`config.mk`:
```
export PLATFORM = sky130hd
export DESIGN_NAME = barometer_sensor_compensation
export DESIGN_NICKNAME = d
export VERILOG_FILES = /design/src/design/bsc_pkg.sv /design/src/design/bsc_cfg.sv /design/src/design/bsc_front.sv /design/src/design/bsc_back.sv /design/src/design/barometer_sensor_compensation.sv
export VERILOG_INCLUDE_DIRS = /design/src /design/src/design
export SDC_FILE = /design/constraint.sdc
export NUM_CORES = 2
export LEC_CHECK = 0
export ABC_AREA = 1
export BUFFER_PORTS_ARGS = -buffer_cell sky130_fd_sc_hd__buf_2
export CORE_MARGIN = 1.5
export CORE_UTILIZATION = 60
export DETAILED_ROUTE_END_ITERATION = 6
export GPL_TIMING_DRIVEN = 0
export PLACE_DENSITY = 0.77
export SKIP_CTS_REPAIR_TIMING = 1
export SLEW_MARGIN = 30
export SYNTH_ARGS = -nofsm -noshare
export SYNTH_HDL_FRONTEND = slang
export SYNTH_HIERARCHICAL = 1
export SYNTH_SLANG_ARGS = --single-unit
```
`constraint.sdc`:
```
create_clock -name i_clk -period 8.2 [get_ports i_clk]
set_input_delay 1.64 -clock i_clk [delete_from_list [all_inputs] [get_ports i_clk]]
set_output_delay 1.64 -clock i_clk [all_outputs]
set_load 0.05 [all_outputs]
```
`src/design/barometer_sensor_compensation_macros.svh`:
```
// assertion helpers shared by the compensation block
`ifndef BAROMETER_SENSOR_COMPENSATION_MACROS_SVH
`define BAROMETER_SENSOR_COMPENSATION_MACROS_SVH

// same-cycle implication, sampled on i_clk, off while i_rst_n is low
`define BSC_ASSERT_IMP(lbl, cond, expr, msg) \
    lbl: assert property (@(posedge i_clk) disable iff (!i_rst_n) (cond) |-> (expr)) \
        else $error(msg);

// next-cycle implication, sampled on i_clk, off while i_rst_n is low
`define BSC_ASSERT_NXT(lbl, cond, expr, msg) \
    lbl: assert property (@(posedge i_clk) disable iff (!i_rst_n) (cond) |=> (expr)) \
        else $error(msg);

`endif

```
`src/design/bsc_pkg.sv`:
```
package bsc_pkg;

    // calibration register index, from paddr[3:2]
    typedef enum logic [1:0] {
        REG_CAL_ONE   = 2'd0,
        REG_CAL_TWO   = 2'd1,
        REG_CAL_THREE = 2'd2,
        REG_CAL_FOUR  = 2'd3
    } t_reg_idx;

    // coefficients unpacked from the calibration words
    typedef struct packed {
        logic [14:0] c1;
        logic [11:0] c2;
        logic [9:0]  c3;
        logic [9:0]  c4;
        logic [10:0] c5;
        logic [5:0]  c6;
    } t_coef;

    // word handed from the temperature/coefficient stages to the pressure stages
    typedef struct packed {
        logic        valid;
        logic [13:0] temp;
        logic [15:0] off;
        logic [17:0] sens;
        logic [16:0] dp;
    } t_front_bus;

    // fixed terms of the compensation
    localparam logic [15:0] UT1_OFS    = 16'd20224;
    localparam logic [16:0] D1_OFS     = 17'd7168;
    localparam logic [10:0] C4_OFS     = 11'd512;
    localparam logic [6:0]  C6_OFS     = 7'd50;
    localparam logic [15:0] TEMP_BASE  = 16'd200;
    localparam logic [18:0] SENS_OFS   = 19'd24576;
    localparam logic [20:0] P_BASE     = 21'd2500;

endpackage

```
`src/design/bsc_cfg.sv`:
```
`include "barometer_sensor_compensation_macros.svh"

module bsc_cfg
    import bsc_pkg::*;
(
    input  logic        i_clk,
    input  logic        i_rst_n,
    input  logic        psel,
    input  logic        penable,
    input  logic        pwrite,
    input  logic [3:0]  paddr,
    input  logic [31:0] pwdata,
    output logic [31:0] prdata,
    output logic        pready,
    output t_coef       o_coef
);

    logic [15:0] r_cal_one;
    logic [15:0] r_cal_two;
    logic [15:0] r_cal_three;
    logic [15:0] r_cal_four;
    logic        n_wr;
    t_reg_idx    n_idx;

    assign pready = 1'b1;
    assign n_wr   = psel && penable && pwrite && pready;
    assign n_idx  = t_reg_idx'(paddr[3:2]);

    // calibration word writes, low 16 bits kept
    always_ff @(posedge i_clk) begin
        if (!i_rst_n) begin
            r_cal_one   <= '0;
            r_cal_two   <= '0;
            r_cal_three <= '0;
            r_cal_four  <= '0;
        end else if (n_wr) begin
            unique case (n_idx)
                REG_CAL_ONE:   r_cal_one   <= pwdata[15:0];
                REG_CAL_TWO:   r_cal_two   <= pwdata[15:0];
                REG_CAL_THREE: r_cal_three <= pwdata[15:0];
                REG_CAL_FOUR:  r_cal_four  <= pwdata[15:0];
                default: ;
            endcase
        end
    end

    // read back
    always_comb begin
        unique case (n_idx)
            REG_CAL_ONE:   prdata = {16'h0000, r_cal_one};
            REG_CAL_TWO:   prdata = {16'h0000, r_cal_two};
            REG_CAL_THREE: prdata = {16'h0000, r_cal_three};
            REG_CAL_FOUR:  prdata = {16'h0000, r_cal_four};
            default:       prdata = '0;
        endcase
    end

    // coefficient unpacking
    assign o_coef.c1 = r_cal_one[15:1];
    assign o_coef.c2 = {r_cal_three[5:0], r_cal_four[5:0]};
    assign o_coef.c3 = r_cal_four[15:6];
    assign o_coef.c4 = r_cal_three[15:6];
    assign o_coef.c5 = {r_cal_one[0], r_cal_two[15:6]};
    assign o_coef.c6 = r_cal_two[5:0];

    `BSC_ASSERT_NXT(a_cal_one_wr, n_wr && (n_idx == REG_CAL_ONE), o_coef.c1 == $past(pwdata[15:1]), "c1 not taken from first calibration word")

endmodule

```
`src/design/bsc_front.sv`:
```
`include "barometer_sensor_compensation_macros.svh"

module bsc_front
    import bsc_pkg::*;
(
    input  logic        i_clk,
    input  logic        i_rst_n,
    input  logic        i_valid,
    output logic        o_ready,
    input  logic [15:0] i_d1,
    input  logic [15:0] i_d2,
    input  t_coef       i_coef,
    output t_front_bus  o_bus,
    input  logic        i_ready
);

    logic               r_v1, r_v2, r_v3;
    logic               n_rdy1, n_rdy2, n_rdy3;
    logic [15:0]        n_ut1;
    logic signed [17:0] n_dt;
    logic signed [16:0] n_dp;
    logic signed [17:0] r_dt;
    logic signed [16:0] r_dp1, r_dp2, r_dp3;
    logic [6:0]         n_c6p;
    logic signed [10:0] n_c4m;
    logic signed [25:0] n_mt, r_mt;
    logic signed [28:0] n_mo, r_mo;
    logic signed [28:0] n_ms, r_ms;
    logic signed [15:0] n_temp;
    logic signed [16:0] n_off;
    logic signed [18:0] n_sens;
    logic [13:0]        r_temp;
    logic [15:0]        r_off;
    logic [17:0]        r_sens;

    // per-stage ready chain
    assign n_rdy3  = !r_v3 || i_ready;
    assign n_rdy2  = !r_v2 || n_rdy3;
    assign n_rdy1  = !r_v1 || n_rdy2;
    assign o_ready = n_rdy1;

    always_ff @(posedge i_clk) begin
        if (!i_rst_n) begin
            r_v1 <= 1'b0;
            r_v2 <= 1'b0;
            r_v3 <= 1'b0;
        end else begin
            if (n_rdy1) r_v1 <= i_valid;
            if (n_rdy2) r_v2 <= r_v1;
            if (n_rdy3) r_v3 <= r_v2;
        end
    end

    // stage 1: temperature difference and pressure offset
    assign n_ut1 = {2'b00, i_coef.c5, 3'b000} + UT1_OFS;
    assign n_dt  = $signed({2'b00, i_d2}) - $signed({2'b00, n_ut1});
    assign n_dp  = $signed({1'b0, i_d1}) - $signed(D1_OFS);

    always_ff @(posedge i_clk) begin
        if (n_rdy1) begin
            r_dt  <= n_dt;
            r_dp1 <= n_dp;
        end
    end

    // stage 2: three products with dT
    assign n_c6p = {1'b0, i_coef.c6} + C6_OFS;
    assign n_c4m = $signed({1'b0, i_coef.c4}) - $signed(C4_OFS);
    assign n_mt  = 26'(r_dt) * 26'($signed({1'b0, n_c6p}));
    assign n_mo  = 29'(r_dt) * 29'(n_c4m);
    assign n_ms  = 29'(r_dt) * 29'($signed({1'b0, i_coef.c3}));

    always_ff @(posedge i_clk) begin
        if (n_rdy2) begin
            r_mt  <= n_mt;
            r_mo  <= n_mo;
            r_ms  <= n_ms;
            r_dp2 <= r_dp1;
        end
    end

    // stage 3: floor shifts and the temperature, offset and sensitivity sums
    assign n_temp = $signed(r_mt[25:10]) + $signed(TEMP_BASE);
    assign n_off  = $signed({3'b000, i_coef.c2, 2'b00}) + $signed(r_mo[28:12]);
    assign n_sens = $signed({4'b0000, i_coef.c1}) + $signed(SENS_OFS)
                  + $signed(r_ms[28:10]);

    always_ff @(posedge i_clk) begin
        if (n_rdy3) begin
            r_temp <= n_temp[13:0];
            r_off  <= n_off[15:0];
            r_sens <= n_sens[17:0];
            r_dp3  <= r_dp2;
        end
    end

    assign o_bus.valid = r_v3;
    assign o_bus.temp  = r_temp;
    assign o_bus.off   = r_off;
    assign o_bus.sens  = r_sens;
    assign o_bus.dp    = r_dp3;

    `BSC_ASSERT_NXT(a_front_hold, r_v3 && !i_ready, r_v3, "front word lost while back stalled")

endmodule

```
`src/design/bsc_back.sv`:
```
module bsc_back
    import bsc_pkg::*;
(
    input  logic        i_clk,
    input  logic        i_rst_n,
    input  t_front_bus  i_bus,
    output logic        o_ready,
    output logic        o_valid,
    input  logic        i_ready,
    output logic [13:0] o_temp,
    output logic [17:0] o_pres
);

    logic               r_v4, r_v5;
    logic               n_rdy4, n_rdy5;
    logic signed [34:0] n_prod, r_prod;
    logic [13:0]        r_temp4, r_temp5;
    logic [15:0]        r_off;
    logic signed [21:0] n_x;
    logic signed [25:0] n_x10;
    logic signed [20:0] n_p;
    logic [17:0]        r_pres;

    // per-stage ready chain, stage 5 is the output register
    assign n_rdy5  = !r_v5 || i_ready;
    assign n_rdy4  = !r_v4 || n_rdy5;
    assign o_ready = n_rdy4;

    always_ff @(posedge i_clk) begin
        if (!i_rst_n) begin
            r_v4 <= 1'b0;
            r_v5 <= 1'b0;
        end else begin
            if (n_rdy4) r_v4 <= i_bus.valid;
            if (n_rdy5) r_v5 <= r_v4;
        end
    end

    // stage 4: sensitivity times pressure offset
    assign n_prod = 35'($signed(i_bus.sens)) * 35'($signed(i_bus.dp));

    always_ff @(posedge i_clk) begin
        if (n_rdy4) begin
            r_prod  <= n_prod;
            r_temp4 <= i_bus.temp;
            r_off   <= i_bus.off;
        end
    end

    // stage 5: remove offset, scale by ten with shift-add, final floor shift
    assign n_x   = 22'($signed(r_prod[34:14])) - 22'($signed(r_off));
    assign n_x10 = (26'(n_x) <<< 3) + (26'(n_x) <<< 1);
    assign n_p   = $signed(n_x10[25:5]) + $signed(P_BASE);

    always_ff @(posedge i_clk) begin
        if (n_rdy5) begin
            r_temp5 <= r_temp4;
            r_pres  <= n_p[17:0];
        end
    end

    assign o_valid = r_v5;
    assign o_temp  = r_temp5;
    assign o_pres  = r_pres;

endmodule

```
`src/design/barometer_sensor_compensation.sv`:
```
// Barometric sensor compensation: takes a raw pressure count and a raw temperature
// count per input word and returns temperature in tenths of a degree Celsius and
// pressure in tenths of a millibar, using six coefficients unpacked from four
// calibration words written over the APB port. The datapath is a five-stage
// pipeline (temperature difference, three dT products, coefficient sums,
// sensitivity-times-pressure product, final offset and scaling) that accepts one
// word every clock while no stall reaches the input; the stage count follows the
// two multiplier ranks in series. Every stage has its own valid bit, so bubbles
// are filled while the output waits and back-pressure on m_tready stalls the
// pipeline without losing or repeating a word. Calibration words must be written
// while the pipeline is empty.
`include "barometer_sensor_compensation_macros.svh"

module barometer_sensor_compensation
    import bsc_pkg::*;
(
    input  logic        i_clk,
    input  logic        i_rst_n,
    // input stream
    input  logic        s_tvalid,
    output logic        s_tready,
    input  logic [31:0] s_tdata,   // [15:0] pressure_raw, [31:16] temperature_raw
    // result stream
    output logic        m_tvalid,
    input  logic        m_tready,
    output logic [31:0] m_tdata,   // [13:0] temperature_tenths, [31:14] pressure_tenths
    // configuration
    input  logic        psel,
    input  logic        penable,
    input  logic        pwrite,
    input  logic [3:0]  paddr,
    input  logic [31:0] pwdata,
    output logic [31:0] prdata,
    output logic        pready
);

    t_coef       w_coef;
    t_front_bus  w_bus;
    logic        w_back_ready;
    logic [13:0] w_temp;
    logic [17:0] w_pres;

    // calibration registers
    bsc_cfg u_cfg (
        .i_clk   (i_clk),
        .i_rst_n (i_rst_n),
        .psel    (psel),
        .penable (penable),
        .pwrite  (pwrite),
        .paddr   (paddr),
        .pwdata  (pwdata),
        .prdata  (prdata),
        .pready  (pready),
        .o_coef  (w_coef)
    );

    // temperature and coefficient stages
    bsc_front u_front (
        .i_clk   (i_clk),
        .i_rst_n (i_rst_n),
        .i_valid (s_tvalid),
        .o_ready (s_tready),
        .i_d1    (s_tdata[15:0]),
        .i_d2    (s_tdata[31:16]),
        .i_coef  (w_coef),
        .o_bus   (w_bus),
        .i_ready (w_back_ready)
    );

    // pressure stages and output register
    bsc_back u_back (
        .i_clk   (i_clk),
        .i_rst_n (i_rst_n),
        .i_bus   (w_bus),
        .o_ready (w_back_ready),
        .o_valid (m_tvalid),
        .i_ready (m_tready),
        .o_temp  (w_temp),
        .o_pres  (w_pres)
    );

    assign m_tdata = {w_pres, w_temp};

    `BSC_ASSERT_IMP(a_empty_out_ready, !m_tvalid, s_tready, "input stalled with empty output")
    `BSC_ASSERT_NXT(a_cfg_ready, psel && !penable, pready, "apb access not completed")

endmodule

```
After elaboration in Yosys (flattened, before gate mapping)
Cells that the tools add are included.
- register bits after elaboration: 362
- output and inout port bits: 67
- word-level logic and storage cells: 61
- add/sub/neg operators: 12
- $mul: 4
- equal/unequal tests: 3
- multiplexer cells: 1
- reductions and logical operators: 17
- operators by type and width (operator ; number):
    32-bit case mux with 4 select lines ; 1
    17-bit by 11-bit multiplier with 28-bit output ; 2
    18-bit by 17-bit multiplier with 35-bit output ; 1
    17-bit by 8-bit multiplier with 24-bit output ; 1
    23-bit adder ; 1
    21-bit by 16-bit subtractor with 22-bit output ; 1
    17-bit by 18-bit adder with 18-bit output ; 1
    18-bit by 13-bit adder with 18-bit output, second input constant ; 1
    16-bit by 13-bit subtractor with 17-bit output, second input constant ; 1
    16-bit by 16-bit subtractor with 17-bit output ; 1
    14-bit by 15-bit adder with 16-bit output, second input constant ; 1
    15-bit by 15-bit adder with 16-bit output, second input constant ; 1
    15-bit by 16-bit adder with 16-bit output ; 1
    14-bit by 9-bit adder with 14-bit output, second input constant ; 1
    10-bit by 10-bit subtractor with 11-bit output, second input constant ; 1
    2-bit AND reduction ; 4
    6-bit by 6-bit adder with 7-bit output, second input constant ; 1
    1-bit logical NOT ; 5
    1-bit logical OR ; 5
    2-bit == test, second input constant ; 2
    2-bit by 1-bit == test with 1-bit output, second input constant ; 1
    1-bit logical AND ; 2
    2-bit logical NOT ; 1

Depth between registers and ports, before layout
- word-level depth: 6
- gate-level depth with buffers: 28
- mapped depth without buffers: 28

Hierarchy
The synthesis kept the hierarchy.
- by module, submodules not included (module ; times used ; cells an instance ; area an instance (um^2)):
    bsc_front ; 1 ; 3173 ; 25972.4
    bsc_back ; 1 ; 2107 ; 17101.4
    bsc_cfg ; 1 ; 482 ; 3175.5

Least setup slack after synthesis
Ideal clock, no wire load.
- path type: input to output
- start point: input m_tready
- end point: output s_tready
- data arrival time: 5.809 ns
- slack: 0.751 ns
- cell stages on the path: 6
- buffers on the path: 0
- cells stage by stage: inv_1 -> nand3_1 -> inv_1 -> nand2_1 -> nor2_1 -> nand2_1
- cells in the longest elaborated chain, start to end: 5
- RTL lines (what ; RTL line ; source):
    start: declaration ; barometer_sensor_compensation.sv:25 ; input logic m_tready,
    1-bit logical OR ; bsc_back.sv:25 ; assign n_rdy5 = !r_v5 || i_ready;
    1-bit logical OR ; bsc_back.sv:26 ; assign n_rdy4 = !r_v4 || n_rdy5;
    via w_back_ready ; barometer_sensor_compensation.sv:39 ; logic w_back_ready;
    1-bit logical OR ; bsc_front.sv:37 ; assign n_rdy3 = !r_v3 || i_ready;
    via u_front.n_rdy3 ; bsc_front.sv:18 ; logic n_rdy1, n_rdy2, n_rdy3;
    1-bit logical OR ; bsc_front.sv:38 ; assign n_rdy2 = !r_v2 || n_rdy3;
    1-bit logical OR ; bsc_front.sv:39 ; assign n_rdy1 = !r_v1 || n_rdy2;
    end: declaration ; barometer_sensor_compensation.sv:21 ; output logic s_tready,
The timed path passes the listed nets, and every way through them passes these cells.

Final worst setup path
- start point: register u_front.r_sens[2]
- end point: register u_back.r_prod[34], data pin
- cells in the longest elaborated chain, start to end: 1
- RTL lines (what ; RTL line ; source):
    start: declaration ; bsc_front.sv:34 ; logic [17:0] r_sens;
    start signal: assignment ; bsc_front.sv:92 ; r_sens <= n_sens[17:0];
    18-bit by 17-bit multiplier with 35-bit output ; bsc_back.sv:40 ; assign n_prod = 35'($signed(i_bus.sens)) * 35'($signed(i_bus.dp));
    via u_back.n_prod[34] ; bsc_back.sv:16 ; logic signed [34:0] n_prod, r_prod;
    end signal: assignment ; bsc_back.sv:44 ; r_prod <= n_prod;
    end: declaration ; bsc_back.sv:16 ;
The timed path passes the listed nets, and every way through them passes these cells.
A chain may end at the register's enable or synchronous reset.

==> metrics.md <==
| Metric | Value |
|---|---|
| Routed len/inst | 18.5 um |
| Failing checks | DRC |
| Syn Inst Count | ~5,800 |
| Ys flop type | edfxtp_1 |
| Slew Limit Fails | 0 |
| Met3 WL | 11.1 mm |
| Core ar. | 0.0761 sq mm |
| Area leader, netlist | fa_1 |
| Worst-path maximum fanout | 10 |
| Hold Path Sink | u_back/o_temp[5] |
| Hold path depth | 0 |
| DRC | 2 |
| CTS tree | built |
| Synth top cells by count | inv_1, nand2_1, fa_1 |
| Worst R2R Setup Slack | 1.07 ns |
| Critical Path Start Type | flip-flop |
| Most frequent cell after synthesis | inv_1 |
| Layout net count | 7,064 |
| Die width | 281 um |
| Finished Cell Area | a little under 0.05 sq mm |
| Setup Viol. Count Final | 0 |
| Crit-path cells | clkbuf_1 -> clkbuf_1 -> nand2_1 -> fa_1 -> fa_1 -> fa_1 -> inv_1 -> fa_1 -> fa_1 -> inv_1 -> fa_1 -> inv_1 -> ha_1 -> a21oi_1 -> o21ai_0 -> a21oi_1 -> nand2_1 -> nand2_1 -> o211ai_1 -> nand2_1 -> nand2_1 -> nand2_1 -> nand2_1 |
| Starting DRC count in detailed routing | 3,118 |
| Layout cells sized above 1 | 0.0477 |
| Row cnt | 101 |
| Slew Limit Headroom | 0.282 |
| CTS Buffer Depth | 3 |
| Yosys cell types | 53 |
| Die Height | 281 um |
| Ys Warns | 6 |
| Initial antenna violation count | 0 |
| H-tree levels | 2 |
| Vias/cell | 5.40 |
| Total track usage | 0.338 |
| Wire length on met2 | 60.2 mm |
| Largest net degree at the start of global routing | 50 |
| Crit path DAT | 7.45 ns |
| Remaining Overflow, GRT | 0 |
| Final ANT Viol Nets | 0 |
| CTS Buf Count | 35 |
| Clock transition at path regs | 0.06 ns |
| Vias in the first global route | 38,285 |
| Crit share post-route | 0.869 |
| Initial Utilization | 0.608 |
| Gpl congestion | between 1 and 1.5 |
| EDFF count, synth | between 200 and 250 |
| Synth-to-layout area growth | 6.86% |
| Crit-path max cell delay | 0.72 ns |
| Worst Hold Class | flip-flop to flip-flop |
| Die ar. | 0.0788 sq mm |
| Pre-Repair DR Iteration Count | 7 |
| Reg-to-reg startpoint | u_front/r_sens[2] |
| Final wirelength | ~130 mm |
| DR top layer | met4 |
| Minimum clock period after layout | 7.13 ns |
| First-pass GRT wire length | 203 mm |
| Post-synthesis register bit count | 316 |
| Worst r2r path cells | 23 |
| Worst-Skew Late Latency | 0.58 ns |
| Worst R2R End | u_back/r_prod[34] |
| Worst Setup SP | u_front/r_sens[2] |
| # fillers | 6,557 |
| Unrepaired setup endpoints after global routing | false |
| Metal1 wirelength | 49.4 mm |
| HPWL after DPL | 106 mm |
| I/O pin count | about 140 |
| Top cells by area, synth | fa_1, edfxtp_1, inv_1, nand2_1, ha_1 |
| Worst Max-Slew Pin Slew | 1.08 ns |
| Crit-path slowest cell | clkbuf_1 |
| Clk sink count | 316 |
| Sequential area share after synthesis | 0.190 |
| Port Buffers | 106 |
| DR vias | 37,708 |
| Max cap viols | 0 |
| Skew final | 0.0308 ns |
| Mean Syn Cell Area | approximately 8.0 sq um |
| Async S/R FF share, synth | 0 |
| CP Data Required Time | 8.53 ns |
| Most common cell on crit path | nand2_1 |
| Fmax | between 100 and 150 MHz |
| Setup TNS | 0 ns |
| Cell area after synthesis | ~0.046 sq mm |
| Critical path class | flip-flop to flip-flop |
| DP Area | between 0.04 and 0.05 sq mm |
| HP Start | u_back/r_temp4[5] |
| Top-area cell type share of the netlist area | 0.313 |
| Run status | finished, violations left |
| Final Hold Fails | 0 |
| Root Buffer | clkbuf_16 |
| Worst setup EP type | flip-flop |
[stage by stage]
stage / setup WS [ns] / utilization / hold WS (ns) / std cells
2_1_floorplan: 0.751 / - / 0.400 / 5777
3_3_place_gp: -1.64 / 0.633 / 0.401 / 6913
3_5_place_dp: 1.19 / 0.634 / 0.405 / 6917
4_1_cts: 1.16 / 0.650 / 0.416 / 6981
5_1_grt: 0.871 / 0.650 / 0.419 / 6981
6_report: 1.07 / 0.650 / 0.413 / 6983
[area by class of cell]
| class | instances | area [sq um] | share of cell area |
|---|---|---|---|
| Timing Repair Buffer | 110 | 633 | 0.0128 |
| Sequential cell | 316 | 8800 | 0.178 |
| Antenna cell | 2 | 5.00 | 0.000101 |
| Clock buffer | 44 | 930 | 0.0188 |
| Clock inverter | 20 | 225 | 0.00456 |
| Tap cell | 1030 | 1290 | 0.0261 |
| Multi-Input combinational cell | 3776 | 31000 | 0.628 |
| Inverter | 1482 | 5570 | 0.113 |
| Buffer | 203 | 927 | 0.0188 |
[layout by cell type, fill, tap and decap left out, drive strengths merged, types with 6 or more instances in the layout]
cell type / count
a21o: 20
a21oi: 199
a31oi: 9
buf: 170
clkbuf: 187
clkinv: 10
conb: 17
dfxtp: 69
edfxtp: 247
fa: 723
ha: 342
inv: 1489
nand2: 1440
nand3: 191
nand3b: 18
nand4: 57
nor2: 426
nor3: 32
o211ai: 6
o21a: 12
o21ai: 98
o21bai: 16
or2: 8
xnor2: 42
xor2: 95
[worst max-delay path, delay by kind of cell, from the launching register on]
family / cells / cell delay, ns
fa+ha+maj: 7 / 3.64
buf+inv: 5 / 1.52
flops: 1 / 0.33
simple gates: 7 / 0.70
compound gates: 4 / 0.67
[routing by layer]
layer,track usage,vias up
li1,-,17391
met1,0.426,18240
met2,0.554,1639
met3,0.0551,438
met4,0.192,0
met5,0,-
[cells by family after synthesis]
family | count (synthesis) | synth area share
simple gates | 2183 | 0.193
buf+inv | 1685 | 0.140
other cells | 2 | 0.000162
flops | 316 | 0.190
xor+xnor | 137 | 0.0261
compound gates | 374 | 0.0448
fa+ha+maj | 1065 | 0.405
[sequential cells by signal, summed over array words and instances (netlist names), 16 cells and up]
register	flops
u_front/r_off	16
u_cfg/r_cal_two	16
u_front/r_dt	17
u_front/r_dp1	17
u_front/r_sens	18
u_cfg/r_cal_three	16
u_cfg/r_cal_four	16
u_front/r_dp2	17
u_back/r_off	16
u_back/r_prod	21
u_front/r_dp3	17
u_front/r_mo	16
u_back/o_pres	18
u_cfg/r_cal_one	16
u_front/r_ms	18
[worst max path at each step]
stage                              endpoint  slack, ns  cells after the start
final                     u_back/r_prod[34]       1.07                     23
after global routing      u_back/r_prod[34]       0.87                     23
after CTS                 u_back/r_prod[34]       1.16                     23
after detailed placement  u_back/r_prod[34]       1.19                     23
after global placement             s_tready      -1.64                      8
after floorplan                    s_tready       0.75                      6
Power is not shown: default switching activity piles up to over one toggle a cycle in this logic, so the estimate is an artifact.
